===== config.mk =====
export PLATFORM = sky130hd
export DESIGN_NAME = phase_unwrap_top
export DESIGN_NICKNAME = d
export VERILOG_FILES = /design/src/rtl/pu_pkg.sv /design/src/rtl/pu_ram.sv /design/src/rtl/phase_unwrap_top.sv
export SDC_FILE = /design/constraint.sdc
export NUM_CORES = 1
export LEC_CHECK = 0
export CAP_MARGIN = 20
export CORE_MARGIN = 5
export CORE_UTILIZATION = 53
export DETAILED_ROUTE_END_ITERATION = 7
export DONT_BUFFER_PORTS = 1
export PLACE_DENSITY = 0.75
export SETUP_SLACK_MARGIN = 0.15
export SYNTH_ARGS = -nofsm -noshare
export SYNTH_HDL_FRONTEND = slang
export SYNTH_SLANG_ARGS = --single-unit
export TNS_END_PERCENT = 100

===== constraint.sdc =====
create_clock -name clk -period 21.7 [get_ports clk]
set_input_delay 3.255 -clock clk [delete_from_list [all_inputs] [get_ports clk]]
set_output_delay 3.255 -clock clk [all_outputs]
set_load 0.01 [all_outputs]

===== src/rtl/pu_pkg.sv =====
package pu_pkg;

	// Store capacity used when the top level is not overridden.
	localparam int MAX_SAMPLES_DEF = 64;

	// Field widths.
	localparam int PHASE_W = 16;
	localparam int TOL_W   = 15;
	localparam int OUT_W   = 23;

	// 2pi in Q2.13 radians, and the reset value of the jump tolerance (about pi).
	localparam int TWO_PI_Q13 = 51472;
	localparam logic [TOL_W-1:0] TOL_RESET = 15'd25736;

	// Largest positive phase, the reset value of the running minimum.
	localparam logic signed [PHASE_W-1:0] PHASE_MAX = 16'sh7FFF;

	typedef logic signed [PHASE_W-1:0] phase_t;
	typedef logic signed [OUT_W-1:0]   unwrapped_t;
	typedef logic [TOL_W-1:0]          tol_t;

endpackage


===== src/rtl/pu_ram.sv =====
module pu_ram import pu_pkg::*; #(
	parameter int WIDTH = PHASE_W,
	parameter int DEPTH = MAX_SAMPLES_DEF,
	localparam int AW = (DEPTH > 1) ? $clog2(DEPTH) : 1
) (
	input  logic             clk,
	input  logic             we,
	input  logic [AW-1:0]    waddr,
	input  logic [WIDTH-1:0] wdata,
	input  logic             re,
	input  logic [AW-1:0]    raddr,
	output logic [WIDTH-1:0] rdata
);

	logic [WIDTH-1:0] mem [DEPTH];
	logic [WIDTH-1:0] rdata_q;

	// One write port and one registered read port; read data holds between reads.
	always_ff @(posedge clk) begin
		if (we) begin
			mem[waddr] <= wdata;
		end
		if (re) begin
			rdata_q <= mem[raddr];
		end
	end

	assign rdata = rdata_q;

endmodule


===== src/rtl/phase_unwrap_top.sv =====
// Block phase unwrapper. Wrapped phase samples (signed Q2.13 radians) are taken on
// the slave stream, one per cycle, and written into a sample RAM of MAX_SAMPLES
// entries while the smallest sample of the run is tracked. The sample carrying
// tlast closes the run: s_tready then drops and every stored sample is read back
// in order, reduced into [min, min + 2pi), differenced against the previous
// reduced sample and corrected by a running multiple of 2pi whenever the step
// exceeds jump_tolerance. Each result is a signed Q9.13 angle on m_tdata, with
// tlast on the final result of the run and tuser set on every result of a run
// that overflowed the RAM (excess samples are dropped). Each result takes a RAM
// read step and then a compute step, and the compute step waits while the output
// register holds a result that m_tready has not yet taken; the input stays blocked
// until the final result of the run is loaded. The RAM needs no clearing pass after
// reset. The tolerance register is written through the cfg channel, which is always
// ready, and should only be written while no run is being emitted.
module phase_unwrap_top import pu_pkg::*; #(
	parameter int MAX_SAMPLES = MAX_SAMPLES_DEF
) (
	input  logic             clk,
	input  logic             arst_n,
	// Sample stream. s_tdata: [15:0] phase_in.
	input  logic             s_tvalid,
	output logic             s_tready,
	input  logic [15:0]      s_tdata,
	input  logic             s_tlast,
	// Result stream. m_tdata: [22:0] unwrapped_phase, [23] zero.
	output logic             m_tvalid,
	input  logic             m_tready,
	output logic [23:0]      m_tdata,
	output logic             m_tlast,
	// m_tuser: [0] truncated.
	output logic             m_tuser,
	// Tolerance register write channel. cfg_data: [14:0] jump_tolerance.
	input  logic             cfg_valid,
	output logic             cfg_ready,
	input  logic [TOL_W-1:0] cfg_data
);

	localparam int AW = (MAX_SAMPLES > 1) ? $clog2(MAX_SAMPLES) : 1;
	localparam int CW = $clog2(MAX_SAMPLES + 1);
	localparam int RW = PHASE_W + 2;
	localparam int DW = RW + 1;
	localparam logic signed [RW-1:0]    TWO_PI_R = RW'(TWO_PI_Q13);
	localparam logic signed [OUT_W-1:0] TWO_PI_C = OUT_W'(TWO_PI_Q13);

	localparam logic [1:0] ST_LOAD = 2'd0;
	localparam logic [1:0] ST_READ = 2'd1;
	localparam logic [1:0] ST_CALC = 2'd2;

	logic [1:0]              state_q;
	logic [CW-1:0]           count_q;
	logic [AW-1:0]           idx_q;
	phase_t                  min_q;
	logic                    ovf_q;
	tol_t                    tol_q;
	logic signed [RW-1:0]    prev_q;
	logic signed [OUT_W-1:0] corr_q;

	logic                    out_valid_q;
	unwrapped_t              out_phase_q;
	logic                    out_last_q;
	logic                    out_trunc_q;

	logic                    in_acc;
	logic                    store_ok;
	logic                    ram_re;
	logic [PHASE_W-1:0]      ram_rdata;
	phase_t                  sample;
	logic signed [RW-1:0]    d_raw;
	logic signed [RW-1:0]    d_red;
	logic signed [RW-1:0]    red;
	logic signed [DW-1:0]    diff;
	logic signed [DW-1:0]    tol_s;
	logic signed [OUT_W-1:0] corr_base;
	logic signed [OUT_W-1:0] corr_next;
	logic signed [OUT_W:0]   y_sum;
	logic                    last_idx;
	logic                    out_free;
	logic                    out_load;

	assign s_tready  = (state_q == ST_LOAD);
	assign cfg_ready = 1'b1;
	assign in_acc    = s_tvalid && s_tready;
	assign store_ok  = (count_q < CW'(MAX_SAMPLES));
	assign ram_re    = (state_q == ST_READ);

	pu_ram #(
		.WIDTH(PHASE_W),
		.DEPTH(MAX_SAMPLES)
	) u_ram (
		.clk  (clk),
		.we   (in_acc && store_ok),
		.waddr(count_q[AW-1:0]),
		.wdata(s_tdata),
		.re   (ram_re),
		.raddr(idx_q),
		.rdata(ram_rdata)
	);

	// Reduce the sample into [min, min + 2pi) and measure the step from the last one.
	always_comb begin
		sample    = phase_t'(ram_rdata);
		d_raw     = RW'(sample) - RW'(min_q);
		d_red     = (d_raw >= TWO_PI_R) ? (d_raw - TWO_PI_R) : d_raw;
		red       = d_red + RW'(min_q);
		diff      = (idx_q == '0) ? '0 : (DW'(red) - DW'(prev_q));
		tol_s     = DW'({1'b0, tol_q});
		corr_base = (idx_q == '0) ? '0 : corr_q;
		if (diff > tol_s) begin
			corr_next = corr_base - TWO_PI_C;
		end else if (diff < -tol_s) begin
			corr_next = corr_base + TWO_PI_C;
		end else begin
			corr_next = corr_base;
		end
		y_sum = (OUT_W + 1)'(red) + (OUT_W + 1)'(corr_next);
	end

	assign last_idx = (CW'(idx_q) == (count_q - CW'(1)));
	assign out_free = !out_valid_q || m_tready;
	assign out_load = (state_q == ST_CALC) && out_free;

	// Run control: loading, read and compute steps, and return to loading.
	always_ff @(posedge clk or negedge arst_n) begin
		if (!arst_n) begin
			state_q <= ST_LOAD;
			count_q <= '0;
			idx_q   <= '0;
			min_q   <= PHASE_MAX;
			ovf_q   <= 1'b0;
		end else begin
			case (state_q)
				ST_LOAD: begin
					if (in_acc) begin
						if (store_ok) begin
							count_q <= count_q + CW'(1);
							if (phase_t'(s_tdata) < min_q) begin
								min_q <= phase_t'(s_tdata);
							end
						end else begin
							ovf_q <= 1'b1;
						end
						if (s_tlast) begin
							idx_q   <= '0;
							state_q <= ST_READ;
						end
					end
				end
				ST_READ: begin
					state_q <= ST_CALC;
				end
				ST_CALC: begin
					if (out_free) begin
						if (last_idx) begin
							count_q <= '0;
							min_q   <= PHASE_MAX;
							ovf_q   <= 1'b0;
							state_q <= ST_LOAD;
						end else begin
							idx_q   <= idx_q + AW'(1);
							state_q <= ST_READ;
						end
					end
				end
				default: begin
					state_q <= ST_LOAD;
				end
			endcase
		end
	end

	// Correction and previous reduced sample carried from one result to the next.
	always_ff @(posedge clk) begin
		if (out_load) begin
			prev_q <= red;
			corr_q <= corr_next;
		end
	end

	// Tolerance register.
	always_ff @(posedge clk or negedge arst_n) begin
		if (!arst_n) begin
			tol_q <= TOL_RESET;
		end else if (cfg_valid && cfg_ready) begin
			tol_q <= cfg_data;
		end
	end

	// Output register; a result waits here until its transaction completes.
	always_ff @(posedge clk or negedge arst_n) begin
		if (!arst_n) begin
			out_valid_q <= 1'b0;
		end else if (out_load) begin
			out_valid_q <= 1'b1;
		end else if (m_tready) begin
			out_valid_q <= 1'b0;
		end
	end

	always_ff @(posedge clk) begin
		if (out_load) begin
			out_phase_q <= y_sum[OUT_W-1:0];
			out_last_q  <= last_idx;
			out_trunc_q <= ovf_q;
		end
	end

	assign m_tvalid = out_valid_q;
	assign m_tdata  = {1'b0, out_phase_q};
	assign m_tlast  = out_last_q;
	assign m_tuser  = out_trunc_q;

	// The sample that closes a run starts the readout in the next cycle.
	a_last_starts_read: assert property (@(posedge clk) disable iff (!arst_n)
		(s_tvalid && s_tready && s_tlast) |=> (state_q == ST_READ))
		else $error("run end did not start the readout");

	// A compute cycle always follows a RAM read or a stalled compute cycle.
	a_calc_after_read: assert property (@(posedge clk) disable iff (!arst_n)
		(state_q == ST_CALC) |->
		($past(state_q) == ST_READ || $past(state_q) == ST_CALC))
		else $error("compute step without a preceding RAM read");

	// The fill count never passes the store capacity.
	a_count_bound: assert property (@(posedge clk) disable iff (!arst_n)
		count_q <= CW'(MAX_SAMPLES))
		else $error("sample count beyond capacity");

	// Loading the final result of a run clears the run state.
	a_run_cleared: assert property (@(posedge clk) disable iff (!arst_n)
		(out_load && last_idx) |=> (count_q == '0 && !ovf_q && state_q == ST_LOAD))
		else $error("run state not cleared after the final result");

endmodule


# After elaboration in Yosys (flattened, before gate mapping)
# Memory sizes are Yosys's and may differ from the RTL's. A register that Yosys moved wholly into a read port is not among the register bits.
# Index checks and enable logic that the tools add are counted.
[word_totals] mem_bits_rw=1024 reg_bits=114 memories=1 elab_cells=89
[op_classes] n_eq_ne=11 add_sub_neg=11 n_reduce_logical=14 n_mux=35 order_cmp=5
[mem_list] name="u_ram.mem" words=64 width=16 read_ports=1 rd_ports_with_merged_regs=1 wr=1 line="pu_ram.sv:15" rtl="logic [WIDTH-1:0] mem [DEPTH];"
[ops] operator="two-way mux 16 bit" n=5
[ops] operator="two-way mux 23 bit" n=3
[ops] operator="case mux 16 bit (2 select lines)" n=1
[ops] operator="two-way mux 7 bit" n=4
[ops] operator="two-way mux 6 bit" n=4
[ops] operator="adder 18 x 23 -> 23 bit" n=1
[ops] operator="adder 23 x 17 -> 23 bit (second input constant)" n=1
[ops] operator="subtractor 23 x 17 -> 23 bit (second input constant)" n=1
[ops] operator="> comparator 19 x 16 -> 1 bit" n=1
[ops] operator="less-than comparator 19 bit" n=1
[ops] operator="two-way mux 19 bit" n=1
[ops] operator="negator 15 -> 19 bit" n=1
[ops] operator="subtractor 18 x 18 -> 19 bit" n=1
[ops] operator="adder 18 x 16 -> 18 bit" n=1
[ops] operator="two-way mux 18 bit" n=1
[ops] operator="subtractor 17 x 17 -> 18 bit (second input constant)" n=1
[ops] operator=">= comparator 17 bit (second input constant)" n=1
[ops] operator="subtractor 16 x 16 -> 17 bit" n=1
[ops] operator="less-than comparator 16 bit" n=1
[ops] operator="AND reduction 5 bit" n=3
[ops] operator="case mux 7 bit (2 select lines)" n=1
[ops] operator="case mux 6 bit (2 select lines)" n=1
[ops] operator="two-way mux 1 bit" n=9
[ops] operator="!= test 2 x 1 -> 1 bit (second input constant)" n=4
[ops] operator="19 further kinds" n=27

# Depth between registers and ports, before layout
[logic_depth] word_depth=10 mapped_depth=59 mapped_depth_nobuf=57

# By module
# Synthesis repeated with hierarchy kept, for this count alone.
[hier_totals] hier_cells=2993 area_unflattened_um2=50473.4
[by_module_without_submodules] mod="pu_ram" seq_area_each_um2=31230.0 n_inst=1 cells_each=1829 area_each_um2=40202.3
[by_module_without_submodules] mod="phase_unwrap_top" seq_area_each_um2=3208.1 n_inst=1 cells_each=1164 area_each_um2=10271.1

# Least setup slack after synthesis
# Ideal clock, no wire load.
[synth_timing] path_kind="reg2reg" from="register min_q[1]" to="register out_phase_q[22] (data pin)" setup_time_ps=258 slack_ps=11142 path_stages_with_launch=52 period_less_slack_ps=10558 t_arrival_ps=10301 cell_sequence="dfstp_2 -> inv_1 -> ha_1 -> nor2b_1 -> o2111a_1 -> nor3b_1 -> o31ai_1 -> mux2i_1 -> nand2_1 -> or2_2 -> nand2b_1 -> o2111a_1 -> buf_2 -> xnor2_1 -> ha_1 -> inv_1 -> o21bai_1 -> a21oi_1 -> (+16 left out) -> a31oi_1 -> buf_2 -> buf_2 -> a21oi_1 -> xor2_1 -> ha_1 -> o21a_1 -> or3_1 -> o221ai_1 -> o22ai_1 -> o211a_1 -> o21a_1 -> o21a_1 -> o21ai_0 -> nand2b_1 -> a21oi_1 -> xor2_2 -> xnor2_1"
[synth_between] elab_chain_cells=10 word_cells_on_any_way=12 cone_classes="add/sub (5); order compare (3); mux (4)"
[synth_rtl] item="from (decl)" line="phase_unwrap_top.sv:52" rtl="phase_t min_q;"
[synth_rtl] item="from (signal assigned)" line="phase_unwrap_top.sv:137" rtl="min_q <= phase_t'(s_tdata);"
[synth_rtl] item="subtractor 16 x 16 -> 17 bit" line="phase_unwrap_top.sv:102" rtl="d_raw = RW'(sample) - RW'(min_q);"
[synth_rtl] item="subtractor 17 x 17 -> 18 bit / >= comparator 17 bit (equally long branches)" line="phase_unwrap_top.sv:103" rtl="d_red = (d_raw >= TWO_PI_R) ? (d_raw - TWO_PI_R) : d_raw;"
[synth_rtl] item="two-way mux 18 bit" line="phase_unwrap_top.sv:103"
[synth_rtl] item="adder 18 x 16 -> 18 bit *" line="phase_unwrap_top.sv:104" rtl="red = d_red + RW'(min_q);"
[synth_rtl] item="net red[6]" line="phase_unwrap_top.sv:70" rtl="logic signed [RW-1:0] red;"
[synth_rtl] item="subtractor 18 x 18 -> 19 bit *" line="phase_unwrap_top.sv:105" rtl="diff = (idx_q == '0) ? '0 : (DW'(red) - DW'(prev_q));"
[synth_rtl] item="two-way mux 19 bit *" line="phase_unwrap_top.sv:105"
[synth_rtl] item="less-than comparator 19 bit" line="phase_unwrap_top.sv:110" rtl="end else if (diff < -tol_s) begin"
[synth_rtl] item="two-way mux 23 bit" line="phase_unwrap_top.sv:110"
[synth_rtl] item="two-way mux 23 bit *" line="phase_unwrap_top.sv:108" rtl="if (diff > tol_s) begin"
[synth_rtl] item="net corr_next[6]" line="phase_unwrap_top.sv:74" rtl="logic signed [OUT_W-1:0] corr_next;"
[synth_rtl] item="adder 18 x 23 -> 23 bit *" line="phase_unwrap_top.sv:115" rtl="y_sum = (OUT_W + 1)'(red) + (OUT_W + 1)'(corr_next);"
[synth_rtl] item="net y_sum[22]" line="phase_unwrap_top.sv:75" rtl="logic signed [OUT_W:0] y_sum;"
[synth_rtl] item="to (signal assigned)" line="phase_unwrap_top.sv:201" rtl="out_phase_q <= y_sum[OUT_W-1:0];"
[synth_rtl] item="to (decl)" line="phase_unwrap_top.sv:59" rtl="unwrapped_t out_phase_q;"
# Mark *: on every way through the listed nets, which the timed path passes. The rest lies on a longest branch.
# A chain may end at the register's enable or synchronous reset.

# Worst setup path in the final report
# Ends and elaborated chain as after synthesis.

==> summary.txt <==
Final layout
  • Synth-to-layout area growth: 10.8%
  • FILL cells: 6,696
  • Nets: roughly 3,000
  • Design Area, Final: 55,500 um^2
  • Layout Cells excl Fill: ~4,200
  • Share of layout cells above drive strength 1: 21.8%

GRT
  • First-pass GRT wire length: approximately 170 mm
  • GRT overflow: 0
  • Largest net degree at the start of global routing: 135
  • Busiest grt layer: met2
  • Vias in the first global route: roughly 27,000
  • Met3 Use GR: approximately 4.4%
  • Initial antenna violation count: 4
  • GRT Total Usage: a little under a quarter
  • Grt met2 use: between 30 and 40%
  • M1 GR Usage: 31.0%

Floorplan
  • Die Ht: approximately 320 um
  • IO Count: 66
  • Core Area: 93,600 um^2
  • Total Die Area: approximately 100,000 um^2
  • Die Wd: ~320 um
  • Std cell rows: ~110
  • Initial Utilization: 53.5%

Synthesis
  • Cell Area, Synth: about 50,000 um^2
  • Avg Cell Area, Syn: between 15 and 20 um^2
  • Post-Syn Nets: a little under 3,000
  • Top_reg_cell synth: edfxtp_1
  • Synth warn: 0
  • Post-synth EDFFs: between 1,000 and 1,500
  • Distinct cells, synth: 92
  • Register area share after synthesis: between 60% and 70%
  • Yosys reg bits: between 1,000 and 1,500
  • Asr flop ratio synth: 4.16%
  • Cells after Synth: between 2,000 and 3,000

Timing
  • Final worst-path cycle share: 58.5%
  • RSZ-0062 raised after global routing: false
  • Slew @ Worst Pin: ~1.1 ns
  • # setup viols final: 0
  • Max_slew headroom: 22.9%
  • Fin. Hold Viols: 0
  • Slew Viols, Final: 0
  • Maximum clock frequency: 78.8 MHz
  • Setup TNS Final: 0 ns
  • Clk_skew: about 0.046 ns
  • Period minus WS final: about 13 ns

Worst setup path
  • Critical path data required time: roughly 22 ns
  • Startpoint Class: flip-flop
  • Largest stage delay, worst path: roughly 0.60 ns
  • Worst setup EP type: flip-flop
  • CP most frequent cell: ha_1
  • CP Data Arrival Time: around 13 ns
  • Critical path type: flip-flop to flip-flop
  • Slowest CP cell: nor2_2
  • Crit-path max FO: 22

Clock network
  • H-Tree Depth: 3
  • Longest Clk Path Bufs: 3
  • Clock root cell: clkbuf_16
  • Post-CTS Setup Bufs: 0
  • Worst-path clk slew: about 0.06 ns
  • Sink Count: approximately 1,200
  • CTS Buf Count: around 110
  • CTS tree: built
  • Clk_lat worst skew: 0.70 ns
  • # resized after CTS: 0
  • Hold buffer count at cts: 0

Hold path
  • Class of the worst hold path: flip-flop to flip-flop

Route
  • Average wire per standard cell: roughly 27 um
  • Drt initial violations: 3,150
  • Post-route DRC: 0
  • Drt pass-1 iters: 6
  • Vias per cell: between 6 and 7
  • Routed Antenna Nets: 0
  • Routed WL: ~110 mm
  • DR vias: about 26,000

Placement
  • IO Port Bufs: 0
  • Gpl congestion: between 0.9 and 1
  • Cell count after placement: approximately 4,000
  • Post-placement cell area: 51,800 um^2
  • HPWL Detailed: around 69 mm

Status
  • Status: finished, final reports clean

Job
  • Max cap viols: 0
sequential cells by signal (all words and copies together), names as in the netlist, 2 cells and up:
| name | cells |
|---|---|
| u_ram.mem | 1024 |
| min_q | 16 |
| tol_q | 15 |
| idx_q | 6 |
| u_ram.rdata | 16 |
| corr_q | 23 |
| prev_q | 18 |
| count_q | 7 |
| state_q | 2 |
| out_phase_q | 23 |
routing by layer:
layer / part of all wire (%) / vias up / wire length, um
met4: 3.0 / 2 / 3390
met2: 50 / 1295 / 56900
li1: - / 11307 / -
met1: 39 / 13663 / 45100
met5: 0.010 / - / 12
met3: 8.2 / 190 / 9410
synthesized netlist by cell type (31+ instances only):
master       n  share of area (%)
nor3_1      32               0.32
ha_1       127                3.2
a21o_1      31               0.46
nor2_1     172                1.3
a21oi_1     72               0.72
inv_1       86               0.64
xnor2_1     65                1.1
nand2_1    110               0.82
nand3_1     45               0.45
edfxtp_1  1106                 66
mux4_2     336                 15
o21ai_0     69               0.69
clkbuf_1    78               0.58
through the flow:
step                      hold WS [ns]  setup slack, ns  util, %
final                            0.541             9.00     59.3
after detailed placement         0.536             9.16     55.4
after global routing             0.560             8.10     59.3
after global placement           0.521             9.52     55.4
after floorplan                  0.425            11.14        -
after CTS                        0.543             9.14     59.2
cells in the final DEF, fill, tap and decap left out, types with 17 or more instances in the layout:
cell type,count
inv_1,86
clkbuf_16,114
buf_4,75
a21o_1,31
dfstp_2,20
a21oi_1,72
mux2i_1,26
edfxtp_1,1106
nor2_1,169
xnor2_1,65
nand3_1,45
clkinv_1,17
nand2b_1,28
nand2_1,110
dfrtp_1,24
clkbuf_1,27
ha_1,127
mux4_2,336
xor2_1,26
or3_1,19
o21ai_0,69
nor3_1,32
clkinv_2,19
nor2b_1,18
kinds of logic (layout without fill, tap and decap cells):
family | after synthesis | after routing | synth area share, %
flops | 1154 | 1154 | 68.7
simple gates | 502 | 502 | 4.81
mux | 362 | 362 | 15.6
compound gates | 311 | 311 | 4.21
buf+inv | 205 | 368 | 1.60
fa+ha+maj | 133 | 133 | 3.37
xor+xnor | 92 | 92 | 1.62
other cells | 2 | 7 | 0.0150
worst max-delay path, delay by kind of cell, from the launching register on:
| family | cells | cell delay, ns |
|---|---|---|
| flip-flops | 1 | 0.57 |
| AO/OA/AOI/OAI | 23 | 5.65 |
| AND/OR/NAND/NOR | 12 | 2.81 |
| XOR/XNOR | 5 | 1.00 |
| multiplexers | 1 | 0.33 |
| buffers and inverters | 2 | 0.16 |
| adder cells (fa/ha/maj) | 6 | 1.95 |
area by class of cell:
class | count | area (um^2) | share of cell area (%)
clock buffer | 141 | 2950 | 5.32
tap | 1254 | 1570 | 2.83
inverter | 87 | 327 | 0.588
multi-input combinational | 1402 | 14900 | 26.8
timing repair buffer | 79 | 641 | 1.15
antenna | 5 | 12.5 | 0.0225
sequential | 1154 | 34500 | 62.1
clock inverter | 61 | 653 | 1.18
path summary, 6_finish.rpt:
check,start,endpoint,slack (ns),cells after the start
max,min_q[1],out_phase_q[22],9.00,49
min,min_q[0],min_q[0],0.54,2
max reg2reg,min_q[1],out_phase_q[22],9.00,49
min reg2reg,min_q[0],min_q[0],0.54,2
max in group asynchronous,arst_n,min_q[3],19.22,0
min in group asynchronous,arst_n,idx_q[5],2.25,0
Power is not shown: default switching activity piles up to over one toggle a cycle in this logic, so the estimate is an artifact.
